**src/rtl/lcdc_pkg.sv**
```systemverilog
// Shared types and constants for the character LCD controller core.
`timescale 1ns / 1ps

package lcdc_pkg;

  // Word kinds on the input tuser
  localparam logic [1:0] OP_CMD   = 2'd0;
  localparam logic [1:0] OP_WRITE = 2'd1;
  localparam logic [1:0] OP_READ  = 2'd2;

  // Field widths
  localparam int unsigned OP_W    = 2;
  localparam int unsigned VALUE_W = 8;
  localparam int unsigned ADDR_W  = 7;
  localparam int unsigned VIEW_W  = 6;
  localparam int unsigned MODE_W  = 2;
  localparam int unsigned IN_TDATA_W  = 16;
  localparam int unsigned OUT_TDATA_W = 32;

  // Screen geometry: two lines of 40 cells, the second starting at 64
  localparam int unsigned LINE1_LAST = 39;
  localparam int unsigned LINE2_BASE = 64;
  localparam int unsigned LINE2_LAST = 103;

  localparam logic [ADDR_W-1:0]  ADDR_LINE1_LAST = 7'd39;
  localparam logic [ADDR_W-1:0]  ADDR_LINE2_BASE = 7'd64;
  localparam logic [ADDR_W-1:0]  ADDR_LINE2_LAST = 7'd103;
  localparam logic [VIEW_W-1:0]  VIEW_LAST       = 6'd39;

  // Cursor glyph cell and its contents after reset
  localparam logic [ADDR_W-1:0]  CURSOR_CELL  = 7'd40;
  localparam logic [VALUE_W-1:0] CURSOR_GLYPH = 8'd95;

  // Character code offset applied on data writes
  localparam logic [VALUE_W-1:0] CHAR_OFFSET = 8'd32;

  // Entry mode after reset: increment, no display shift
  localparam logic [MODE_W-1:0] MODE_RESET = 2'b10;

  // Command from the sequencer to the datapath
  typedef struct packed {
    logic exec;   // execute the word on the input bus this cycle
  } ctrl_cmd_t;

endpackage

```
**src/rtl/lcdc_ram.sv**
```systemverilog
// Generic single-write, single-read RAM with registered read data.
`timescale 1ns / 1ps

module lcdc_ram #(
  parameter int unsigned WIDTH = 8,
  parameter int unsigned DEPTH = 128
) (
  input  logic                     clk,
  input  logic                     we,
  input  logic [$clog2(DEPTH)-1:0] waddr,
  input  logic [WIDTH-1:0]         wdata,
  input  logic                     re,
  input  logic [$clog2(DEPTH)-1:0] raddr,
  output logic [WIDTH-1:0]         rdata
);

  logic [WIDTH-1:0] mem [DEPTH];

  always_ff @(posedge clk) begin
    if (we) begin
      mem[waddr] <= wdata;
    end
    if (re) begin
      rdata <= mem[raddr];
    end
  end

endmodule

```
**src/rtl/lcdc_ctrl.sv**
```systemverilog
// Handshake sequencer: takes one word, then holds its result until taken.
`timescale 1ns / 1ps

module lcdc_ctrl (
  input  logic               clk,
  input  logic               rst,
  input  logic               s_tvalid,
  output logic               s_tready,
  output logic               m_tvalid,
  input  logic               m_tready,
  output lcdc_pkg::ctrl_cmd_t cmd
);

  import lcdc_pkg::*;

  localparam logic ST_IDLE = 1'b0;
  localparam logic ST_HOLD = 1'b1;

  logic state;
  logic state_next;

  assign s_tready = (state == ST_IDLE);
  assign m_tvalid = (state == ST_HOLD);
  assign cmd.exec = s_tvalid && s_tready;

  always_comb begin
    state_next = state;
    unique case (state)
      ST_IDLE: begin
        if (s_tvalid) begin
          state_next = ST_HOLD;
        end
      end
      ST_HOLD: begin
        if (m_tready) begin
          state_next = ST_IDLE;
        end
      end
      default: state_next = ST_IDLE;
    endcase
  end

  always_ff @(posedge clk) begin
    if (rst) begin
      state <= ST_IDLE;
    end else begin
      state <= state_next;
    end
  end

endmodule

```
**src/rtl/lcdc_datapath.sv**
```systemverilog
// Instruction decode, counters, flags and character store of the LCD core.
`timescale 1ns / 1ps

module lcdc_datapath #(
  parameter int unsigned STORE_DEPTH = 128
) (
  input  logic                                clk,
  input  logic                                rst,
  input  lcdc_pkg::ctrl_cmd_t                 cmd,
  input  logic [lcdc_pkg::OP_W-1:0]           op,
  input  logic [lcdc_pkg::VALUE_W-1:0]        value,
  input  logic [lcdc_pkg::ADDR_W-1:0]         read_addr,
  output logic [lcdc_pkg::VALUE_W-1:0]        read_data,
  output logic [lcdc_pkg::ADDR_W-1:0]         address_counter,
  output logic [lcdc_pkg::VIEW_W-1:0]         display_start,
  output logic                                display_on,
  output logic                                cursor_on,
  output logic                                blink_on,
  output logic [lcdc_pkg::MODE_W-1:0]         entry_mode,
  output logic                                glyph_ram_selected
);

  import lcdc_pkg::*;

  localparam int unsigned AW = $clog2(STORE_DEPTH);

  function automatic logic [ADDR_W-1:0] addr_up(input logic [ADDR_W-1:0] a);
    if (a >= ADDR_LINE2_LAST) return '0;
    if (a == ADDR_LINE1_LAST) return ADDR_LINE2_BASE;
    return a + 7'd1;
  endfunction

  function automatic logic [ADDR_W-1:0] addr_down(input logic [ADDR_W-1:0] a);
    if (a == '0) return ADDR_LINE2_LAST;
    if (a == ADDR_LINE2_BASE) return ADDR_LINE1_LAST;
    return a - 7'd1;
  endfunction

  function automatic logic [VIEW_W-1:0] view_up(input logic [VIEW_W-1:0] v);
    return (v >= VIEW_LAST) ? '0 : v + 6'd1;
  endfunction

  function automatic logic [VIEW_W-1:0] view_down(input logic [VIEW_W-1:0] v);
    return (v == '0 || v > VIEW_LAST) ? VIEW_LAST : v - 6'd1;
  endfunction

  // Architectural state
  logic [ADDR_W-1:0] addr_count, addr_count_next;
  logic [VIEW_W-1:0] view_start, view_start_next;
  logic [MODE_W-1:0] mode_bits, mode_bits_next;
  logic              disp_enable, disp_enable_next;
  logic              curs_enable, curs_enable_next;
  logic              blink_enable, blink_enable_next;
  logic              glyph_select, glyph_select_next;
  logic              clear_req;

  // Per-cell written marks; an unmarked cell reads as its reset contents
  logic [STORE_DEPTH-1:0] cell_valid;

  // Read result bookkeeping
  logic               rd_active;
  logic               rd_hit;
  logic [VALUE_W-1:0] rd_dflt;
  logic [VALUE_W-1:0] ram_rdata;

  logic ram_we;
  logic ram_re;
  logic write_in_range;
  logic read_in_range;

  assign write_in_range = (32'(addr_count) < STORE_DEPTH);
  assign read_in_range  = (32'(read_addr) < STORE_DEPTH);

  assign ram_we = cmd.exec && (op == OP_WRITE) && !glyph_select && write_in_range;
  assign ram_re = cmd.exec && (op == OP_READ) && read_in_range;

  always_comb begin
    addr_count_next   = addr_count;
    view_start_next   = view_start;
    mode_bits_next    = mode_bits;
    disp_enable_next  = disp_enable;
    curs_enable_next  = curs_enable;
    blink_enable_next = blink_enable;
    glyph_select_next = glyph_select;
    clear_req         = 1'b0;

    if (op == OP_CMD) begin
      // Decode by the leading one bit
      priority if (value[7]) begin
        addr_count_next   = value[6:0];
        glyph_select_next = 1'b0;
      end else if (value[6]) begin
        glyph_select_next = 1'b1;
      end else if (value[5]) begin
        // function set: nothing to do
      end else if (value[4]) begin
        if (value[3]) begin
          view_start_next = value[2] ? view_down(view_start) : view_up(view_start);
        end else begin
          addr_count_next = value[2] ? addr_up(addr_count) : addr_down(addr_count);
        end
      end else if (value[3]) begin
        blink_enable_next = value[0];
        curs_enable_next  = value[1];
        disp_enable_next  = value[2];
      end else if (value[2]) begin
        mode_bits_next = value[1:0];
      end else if (value[1]) begin
        addr_count_next = '0;
        view_start_next = '0;
      end else if (value[0]) begin
        addr_count_next = '0;
        view_start_next = '0;
        clear_req       = 1'b1;
      end else begin
        // zero byte: nothing to do
      end
    end else if (op == OP_WRITE && !glyph_select) begin
      if (mode_bits[1]) begin
        addr_count_next = addr_up(addr_count);
        if (mode_bits[0]) begin
          view_start_next = view_up(view_start);
        end
      end else begin
        addr_count_next = addr_down(addr_count);
        if (mode_bits[0]) begin
          view_start_next = view_down(view_start);
        end
      end
    end
  end

  always_ff @(posedge clk) begin
    if (rst) begin
      addr_count   <= '0;
      view_start   <= '0;
      mode_bits    <= MODE_RESET;
      disp_enable  <= 1'b1;
      curs_enable  <= 1'b0;
      blink_enable <= 1'b0;
      glyph_select <= 1'b0;
      cell_valid   <= '0;
      rd_active    <= 1'b0;
    end else if (cmd.exec) begin
      addr_count   <= addr_count_next;
      view_start   <= view_start_next;
      mode_bits    <= mode_bits_next;
      disp_enable  <= disp_enable_next;
      curs_enable  <= curs_enable_next;
      blink_enable <= blink_enable_next;
      glyph_select <= glyph_select_next;
      rd_active    <= ram_re;
      if (ram_we) begin
        cell_valid[addr_count[AW-1:0]] <= 1'b1;
      end
      if (clear_req) begin
        // Drop the written marks over both visible lines; the cursor cell stays
        for (int k = 0; k < STORE_DEPTH; k++) begin
          if (k <= LINE1_LAST || (k >= LINE2_BASE && k <= LINE2_LAST)) begin
            cell_valid[k] <= 1'b0;
          end
        end
      end
    end
  end

  always_ff @(posedge clk) begin
    if (ram_re) begin
      rd_hit  <= cell_valid[read_addr[AW-1:0]];
      rd_dflt <= (read_addr == CURSOR_CELL) ? CURSOR_GLYPH : '0;
    end
  end

  lcdc_ram #(
    .WIDTH (VALUE_W),
    .DEPTH (STORE_DEPTH)
  ) u_store (
    .clk   (clk),
    .we    (ram_we),
    .waddr (addr_count[AW-1:0]),
    .wdata (value - CHAR_OFFSET),
    .re    (ram_re),
    .raddr (read_addr[AW-1:0]),
    .rdata (ram_rdata)
  );

  assign read_data          = !rd_active ? '0 : (rd_hit ? ram_rdata : rd_dflt);
  assign address_counter    = addr_count;
  assign display_start      = view_start;
  assign display_on         = disp_enable;
  assign cursor_on          = curs_enable;
  assign blink_on           = blink_enable;
  assign entry_mode         = mode_bits;
  assign glyph_ram_selected = glyph_select;

endmodule

```
**src/rtl/char_lcd_controller_core.sv**
```systemverilog
// Top level of the character LCD controller core: stream ports, sequencer and datapath.
// A word accepted at a clock edge shows its result word from the next cycle on.
// No new word is taken while a result waits: the sequencer holds s_tready low until
//   the master side takes it. Clear completes at the accept edge like any other word.
// Reset (rst, synchronous): counters and flags return to power-up values, every cell
//   reads zero except the cursor glyph cell, which reads 95; no clearing pass is needed.
`timescale 1ns / 1ps

module char_lcd_controller_core #(
  parameter int unsigned STORE_DEPTH = 128
) (
  input  logic                                clk,
  input  logic                                rst,
  // Slave side
  input  logic                                s_tvalid,
  output logic                                s_tready,
  input  logic [lcdc_pkg::IN_TDATA_W-1:0]     s_tdata,   // [7:0] value, [14:8] read_addr
  input  logic [lcdc_pkg::OP_W-1:0]           s_tuser,   // [1:0] op
  // Master side
  output logic                                m_tvalid,
  input  logic                                m_tready,
  // [7:0] read_data, [14:8] address_counter, [20:15] display_start, [21] display_on,
  // [22] cursor_on, [23] blink_on, [25:24] entry_mode, [26] glyph_ram_selected
  output logic [lcdc_pkg::OUT_TDATA_W-1:0]    m_tdata
);

  import lcdc_pkg::*;

  ctrl_cmd_t cmd;

  logic [VALUE_W-1:0] read_data;
  logic [ADDR_W-1:0]  address_counter;
  logic [VIEW_W-1:0]  display_start;
  logic               display_on;
  logic               cursor_on;
  logic               blink_on;
  logic [MODE_W-1:0]  entry_mode;
  logic               glyph_ram_selected;

  // Sequencer: take a word when idle, hold the result until the sink takes it
  lcdc_ctrl u_ctrl (
    .clk      (clk),
    .rst      (rst),
    .s_tvalid (s_tvalid),
    .s_tready (s_tready),
    .m_tvalid (m_tvalid),
    .m_tready (m_tready),
    .cmd      (cmd)
  );

  // Datapath: executes the word on the accept edge; state registers then
  // stay put until the next accept, so they double as the output register
  lcdc_datapath #(
    .STORE_DEPTH (STORE_DEPTH)
  ) u_dp (
    .clk                (clk),
    .rst                (rst),
    .cmd                (cmd),
    .op                 (s_tuser),
    .value              (s_tdata[7:0]),
    .read_addr          (s_tdata[14:8]),
    .read_data          (read_data),
    .address_counter    (address_counter),
    .display_start      (display_start),
    .display_on         (display_on),
    .cursor_on          (cursor_on),
    .blink_on           (blink_on),
    .entry_mode         (entry_mode),
    .glyph_ram_selected (glyph_ram_selected)
  );

  // Pack the result word, first field in the lowest bits, zero fill on top
  assign m_tdata = {5'b0, glyph_ram_selected, entry_mode, blink_on, cursor_on,
                    display_on, display_start, address_counter, read_data};

endmodule
```
**config.mk**
```make
export PLATFORM = sky130hd
export DESIGN_NAME = char_lcd_controller_core
export DESIGN_NICKNAME = d
export VERILOG_FILES = /design/src/rtl/lcdc_pkg.sv /design/src/rtl/lcdc_ram.sv /design/src/rtl/lcdc_ctrl.sv /design/src/rtl/lcdc_datapath.sv /design/src/rtl/char_lcd_controller_core.sv
export SDC_FILE = /design/constraint.sdc
export NUM_CORES = 1
export LEC_CHECK = 0
export ABC_AREA = 1
export BUFFER_PORTS_ARGS = -buffer_cell sky130_fd_sc_hd__buf_2
export CORE_MARGIN = 10
export CORE_UTILIZATION = 45
export CTS_CLUSTER_DIAMETER = 60
export DETAILED_ROUTE_END_ITERATION = 7
export MAX_ROUTING_LAYER = met4
export PLACE_DENSITY = 0.63
export SETUP_SLACK_MARGIN = 0.3
export SYNTH_ARGS = -nofsm -noshare
export SYNTH_HDL_FRONTEND = slang
export SYNTH_SLANG_ARGS = --single-unit
```
**constraint.sdc**
```tcl
create_clock -name clk -period 5.4 [get_ports clk]
set_input_delay 0 -clock clk [delete_from_list [all_inputs] [get_ports clk]]
set_output_delay 0 -clock clk [all_outputs]
set_load 0.02 [all_outputs]
```
==> impl_metrics.yaml, run 1 <==
sta:
  final.setup.tns_ns: 0
  slew_headroom: 0.1288
  finalSetupViolCount: 0
  finalHoldViolCount: 0
  tightest_slew_ns: 1.297
  min_period_ns: 3.516
  rsz0062_at_grt: "no"
  drv_slew: 0
  finalClockSkew_ns: 0.02488
  finalCritPeriodShare: 0.6512
  max_freq_ghz: 0.2844
global_routing:
  grt_usage: 0.2184
  overflow: 0
  antenna_found_initial: 3
  grt_pass1_vias: 33850
  grt_max_degree: 136
  grt_pass1_wl_um: 207600
pwr:
  leakagePower_uw: 0.02133
  power.density_nw_per_um2: 345.9
  ir_drop_uv: 245.1
synthesis:
  synth_flop_cell: "edfxtp_1"
  yosys.area.top_type: "edfxtp_1"
  synth_edf_count: 1034
  synthTopCellsByCount: "1250 x nand2_1, 1034 x edfxtp_1, 952 x nor2_1, 384 x nand3_1, 343 x inv_1"
  async_reset_ff_frac: 0
  synth_top_area_frac: 0.6138
  synthTopCellsByArea: "edfxtp_1 61%, nand2_1 9.3%, nor2_1 7.1%, dfxtp_1 5.9%, nand3_1 3.8%"
  seq_area_frac_synth: 0.6728
  syn_inst: 5093
  syn_area_per_cell_um2: 9.932
  ys_types: 38
  synth-seq-cells: 1183
  netlist_area_um2: 50580
  yosysMostFrequentCell: "nand2_1"
  yosys_warnings: 0
clock_network:
  post_cts_resized: 0
  tritoncts: "done"
  clock_latency_ns: 0.71
  root_buffer: "clkbuf_16"
  cts_max_path_buffers: 3
  numCtsBuffers: 121
  cts.sinks: 1183
  cts_max_level: 3
  clk_pin_slew_ns: 0.06
routing:
  num_vias: 35930
  wl_per_cell_um: 20.57
  vias_per_cell: 5.376
  drc: 0
  drtAntennaViolNets: 0
  drt_iter0_drc: 3809
  dr.pass1.iters: 6
  wl_um: 137400
run:
  maxCapViolCount: 0
placed_design:
  dp_hpwl_um: 78250
  io_buffers: 49
  placed_cells: 6426
  globalplace.congestion: 0.8643
min_path:
  min_from: "s_tdata[4]"
  min_to: "u_dp.u_store.mem[27][4]"
  min_path_type: "primary input to flip-flop"
  whs_path_depth: 2
worst_setup_path:
  reg2reg_depth: 6
  critPathSlowestCell: "inv_8"
  critPathArrivalTime_ns: 3.97
  reg2reg_to: "u_dp.u_store.mem[87][6]"
  path_delay_family: "buffers and inverters"
  worst-path-max-fanout: 118
  worstPathRequired_ns: 5.85
  cp-start-kind: "primary input"
  critPathKind: "primary input to flip-flop"
  critPathMaxStageDelay_ns: 0.68
  cp_num_cells: 15
  cpMostUsedCell: "nand2_1"
  rrSetupSlack_ns: 2.08
  r2r-start: "u_dp.address_counter[4]"
  critPathBufInv: 6
  end_kind: "flip-flop"
  path_cells: "dlygate4sd3_1, buf_8, inv_8, buf_12, nor2_1, o21ai_0, nand3_1, nand3_1, nand2_1, nand3_1, nand2_1, nand2_1, dlygate4sd3_1, nand2_1, dlygate4sd3_1"
floorplanning:
  initial_utilization: 0.4552
  dieArea_um2: 126200
  pin_count: 56
  coreArea_um2: 111100
  die_h_um: 355.3
  die_w_um: 355.3
  num_rows: 122
cells_and_area:
  drive_above_1_share: 0.06411
  layoutNonFillerInstCount: 6683
  nets: 5117
  syn2layout_area_growth_pct: 11.32
  nFillCells: 9914
outcome:
  status: "finished, final reports clean"
-- cells by family after synthesis --
| kind of cell | Yosys count | synth area share |
|---|---|---|
| and+or+nand+nor | 2680 | 0.2113 |
| DFF | 1183 | 0.6728 |
| buffers and inverters | 655 | 0.05427 |
| AOI/OAI and AO/OA | 561 | 0.05872 |
| adders and majority gates | 7 | 0.001731 |
| xor gates and xnor gates | 6 | 0.001039 |
| other | 1 | 0.00007414 |
-- timing repair --
action                                 in CTS  in global routing
hold buffers                               26                  0
setup buffers                               0                  0
endpoints found under the hold margin     212                  0
-- cell type report --
| class | instances | area, um^2 | share of cell area |
|---|---|---|---|
| inverter | 355 | 1355 | 0.02406 |
| multi-input combinational | 3259 | 13870 | 0.2463 |
| sequential | 1183 | 34030 | 0.6044 |
| tap | 1488 | 1862 | 0.03306 |
| clock buffer | 179 | 3465 | 0.06153 |
| clock inverter | 50 | 370.4 | 0.006577 |
| timing repair buffer | 168 | 1355 | 0.02406 |
| antenna | 1 | 2.502 | 0.00004444 |
-- state kept, by name (all words and copies together), names as in the netlist --
signal,count
u_dp.cell_valid,128
u_dp.rd_dflt,1
u_dp.u_store.mem,1024
u_dp.cursor_on,1
u_dp.display_start,6
u_dp.rd_hit,1
u_dp.display_on,1
u_dp.entry_mode,2
u_dp.glyph_ram_selected,1
u_dp.u_store.rdata,8
u_dp.rd_active,1
u_dp.blink_on,1
u_dp.address_counter,7
u_ctrl.m_tvalid,1
-- per-stage QoR --
step | hold WS, ns | worst slack [ns] | power (uW) | area, um^2 | util
floorplan | 0.09887 | 0.9692 | 11000 | 50600 | -
global placement | 0.3133 | 2.102 | 11520 | 52200 | 0.4697
detailed placement | 0.3248 | 2.087 | 11530 | 52200 | 0.4697
CTS | 0.1577 | 1.940 | 19530 | 56290 | 0.5066
global route | 0.1942 | 1.757 | 20050 | 56310 | 0.5067
finish | 0.1985 | 1.884 | 19470 | 56310 | 0.5067
-- metal layers --
layer  share of wire  GRT usage  vias to the layer above
met5               0          -                        -
met4           0.035    0.07387                        0
met3           0.075    0.02751                      257
met2            0.47     0.3489                     1406
met1            0.42     0.2878                    17280
li1                -          -                    16990
-- placed cells by master, fill, tap and decap left out, types with 9 or more instances in the layout --
master	n
a21oi_1	91
a31oi_1	65
buf_12	9
buf_2	41
buf_4	88
clkbuf_1	44
clkbuf_16	128
clkinv_1	22
clkinv_2	23
dfxtp_1	149
dlygate4sd3_1	26
edfxtp_1	1034
inv_1	340
nand2_1	1248
nand3_1	384
nor2_1	952
nor3_1	76
o211ai_1	24
o21ai_0	341
o21ai_1	31
-- report_power, final --
group / leakage, uW / internal, uW / switching (uW)
clock: 0.00187 / 4650 / 3450
sequential: 0.0105 / 9980 / 17.0
combinational: 0.00896 / 316 / 1060
total: 0.0213 / 14900 / 4530
-- worst max-delay path by stage --
stage	from	end
finish	s_tdata[9]	u_dp.rd_hit
CTS	s_tdata[9]	u_dp.rd_hit
global route	s_tdata[9]	u_dp.rd_hit
global placement	u_dp.address_counter[4]	u_dp.u_store.mem[87][6]
floorplan	s_tdata[5]	u_dp.u_store.mem[0][7]
detailed placement	u_dp.address_counter[4]	u_dp.u_store.mem[87][6]
(Power assumes the default switching activity.)
==> run 2: changes to the inputs <==
==> constraint.sdc (replaced) <==
create_clock -name clk -period 2.9 [get_ports clk]
set_input_delay 0 -clock clk [delete_from_list [all_inputs] [get_ports clk]]
set_output_delay 0 -clock clk [all_outputs]
set_load 0.02 [all_outputs]
==> run 2 against run 1 <==
Critical path depth is 4 lower. Die area is the same. Utilization up 1.3 points. Total power is 87% higher. Sequential power rose by 86%. Register-to-register slack got worse by 1.7 ns. Via count rose by 1.6%. Non-clock buffer count is 152 higher. Worst hold slack got worse by 0.12 ns. Final area increased by 2.6%. Combinational power grew 98%. Sequential cell count unchanged. Largest cell class unchanged. Largest power group unchanged.
==> impl_metrics.yaml, run 2 (synthesis gave the netlist of run 1 again) <==
cells_and_area:
  regArea_um2: 34040
  largestRegisters: "u_dp.u_store.mem (1024), u_dp.cell_valid (128), u_dp.u_store.rdata (8)"
  largest_reg_flops: 1024
  syn2layout_area_growth_pct: 14.23
  nets: 5267
  nFillCells: 9878
  drive_above_1_share: 0.09462
  regMostFlops: "u_dp.u_store.mem"
  layoutNonFillerInstCount: 6828
  final_common_cell: "nand2_1"
  post-route-util: 0.5200
  final_cell_mix: "1246 x nand2_1, 1034 x edfxtp_1, 952 x nor2_1"
  multi_input_area_um2: 13890
routing:
  drt_iter0_drc: 4083
  wl_um: 139700
  wl_per_cell_um: 20.46
  drtAntennaViolNets: 0
  vias_per_cell: 5.347
  num_vias: 36510
  dr.pass1.iters: 6
  drc: 0
clock_network:
  cts_max_path_buffers: 3
  cts_max_level: 3
  clk_pin_slew_ns: 0.06
  cts.sinks: 1183
  post-cts-setup-buffers: 0
  root_buffer: "clkbuf_16"
  clock_latency_ns: 0.70
  tritoncts: "done"
  numCtsBuffers: 119
worst_setup_path:
  end_kind: "flip-flop"
  crit_start: "s_tuser[1]"
  critPathKind: "primary input to flip-flop"
  worstPathRequired_ns: 3.54
  reg2reg_depth: 8
  critPathMaxStageDelay_ns: 0.64
  critPathSlowestCell: "dlygate4sd3_1"
  r2r-start: "u_ctrl.m_tvalid"
  cp-start-kind: "primary input"
  critPathArrivalTime_ns: 3.25
  cp_num_cells: 11
  path_cells: "dlygate4sd3_1, buf_2, nor2_2, dlygate4sd3_1, buf_4, nand2_2, nor3_2, dlygate4sd3_1, o21ai_0, a21oi_1, dlygate4sd3_1"
  rrSetupSlack_ns: 0.39
  cpMostUsedCell: "dlygate4sd3_1"
  worst-path-max-fanout: 16
  critPathBufInv: 6
  crit_path_end: "u_dp.entry_mode[0]"
  reg2reg_to: "u_dp.entry_mode[0]"
  path_delay_family: "buffers and inverters"
sta:
  finalSetupViolCount: 0
  finalClockSkew_ns: 0.01893
  finalCritPeriodShare: 0.9003
  min_period_ns: 2.611
  tightest_slew_ns: 1.005
  slew_headroom: 0.3303
  final.setup.tns_ns: 0
  rsz0062_at_grt: "yes"
  max_freq_ghz: 0.3830
  drv_slew: 0
  finalHoldViolCount: 0
floorplanning:
  dieArea_um2: 126200
  coreArea_um2: 111100
  pin_count: 56
  initial_utilization: 0.4552
  die_h_um: 355.3
  die_w_um: 355.3
  num_rows: 122
global_routing:
  grt_max_degree: 131
  grt_usage: 0.2217
  overflow: 0
  grt_pass1_vias: 34170
  antenna_found_initial: 2
  grt_pass1_wl_um: 209800
placed_design:
  dp_hpwl_um: 83080
  io_buffers: 49
  globalplace.congestion: 0.8899
  placed_cells: 6578
outcome:
  status: "finished, final reports clean"
pwr:
  ir_drop_uv: 524.1
  power.density_nw_per_um2: 629.2
  leakagePower_uw: 0.02227
  totalPowerFinal_uw: 36350
run:
  maxCapViolCount: 0
min_path:
  min_path_type: "primary input to flip-flop"
-- run 2: changes by cell type in the layout (fill, tap and decap cells not counted), sizes merged --
cell and delta:
clkbuf -16, inv +1, bufinv +2, buf +152
clkinvlp +1, clkinv +2, diode +2, dlygate4sd3 +1
-- run 2: power breakdown --
| group | internal (uW) | switching (uW) | total [uW] |
|---|---|---|---|
| sequential | 18600 | 29.2 | 18600 |
| clock | 8650 | 6380 | 15000 |
| combinational | 686 | 2020 | 2710 |
| total | 27900 | 8430 | 36400 |
-- run 2: through the flow --
stage / area, um^2 / setup slack (ns) / hold slack, ns
after floorplan: 50640 / -0.1458 / 0.09887
after global placement: 53650 / 0.3350 / 0.3139
after detailed placement: 53650 / 0.3309 / 0.3260
after CTS: 57740 / 0.3067 / 0.07828
after global routing: 57780 / 0.1822 / 0.08226
final: 57780 / 0.2890 / 0.07754
-- run 2: layer usage --
metal,vias to the layer above,track usage,share of wire
met5,-,-,0
met4,0,0.09013,0.044
met2,1352,0.3454,0.46
met3,284,0.03552,0.075
li1,17300,-,-
met1,17570,0.2888,0.42
-- run 2: worst min path at each step --
| stage | start | to | slack [ns] | cells past startpoint |
|---|---|---|---|---|
| floorplan | s_tdata[0] | u_dp.u_store.mem[0][0] | 0.1 | 0 |
| global placement | m_tready | u_ctrl.m_tvalid | 0.31 | 3 |
| detailed placement | m_tready | u_ctrl.m_tvalid | 0.33 | 3 |
| CTS | s_tdata[1] | u_dp.u_store.mem[15][1] | 0.08 | 2 |
| global route | s_tdata[1] | u_dp.u_store.mem[15][1] | 0.08 | 2 |
| finish | s_tdata[1] | u_dp.u_store.mem[13][1] | 0.08 | 2 |
-- run 2: layout make-up --
type                            instances  area share
Sequential cell                      1183      0.5891
Timing Repair Buffer                  320     0.04857
Clock buffer                          164     0.05797
Clock inverter                         56    0.008185
Multi-Input combinational cell       3259      0.2404
Antenna cell                            3   0.0001299
Inverter                              355     0.02345
Tap cell                             1488     0.03222
-- run 2: repair_timing --
action	CTS	global route
gates resized for setup	0	12
hold buffers	27	0
endpoints found under the hold margin	225	0
endpoints found under the setup margin	0	15
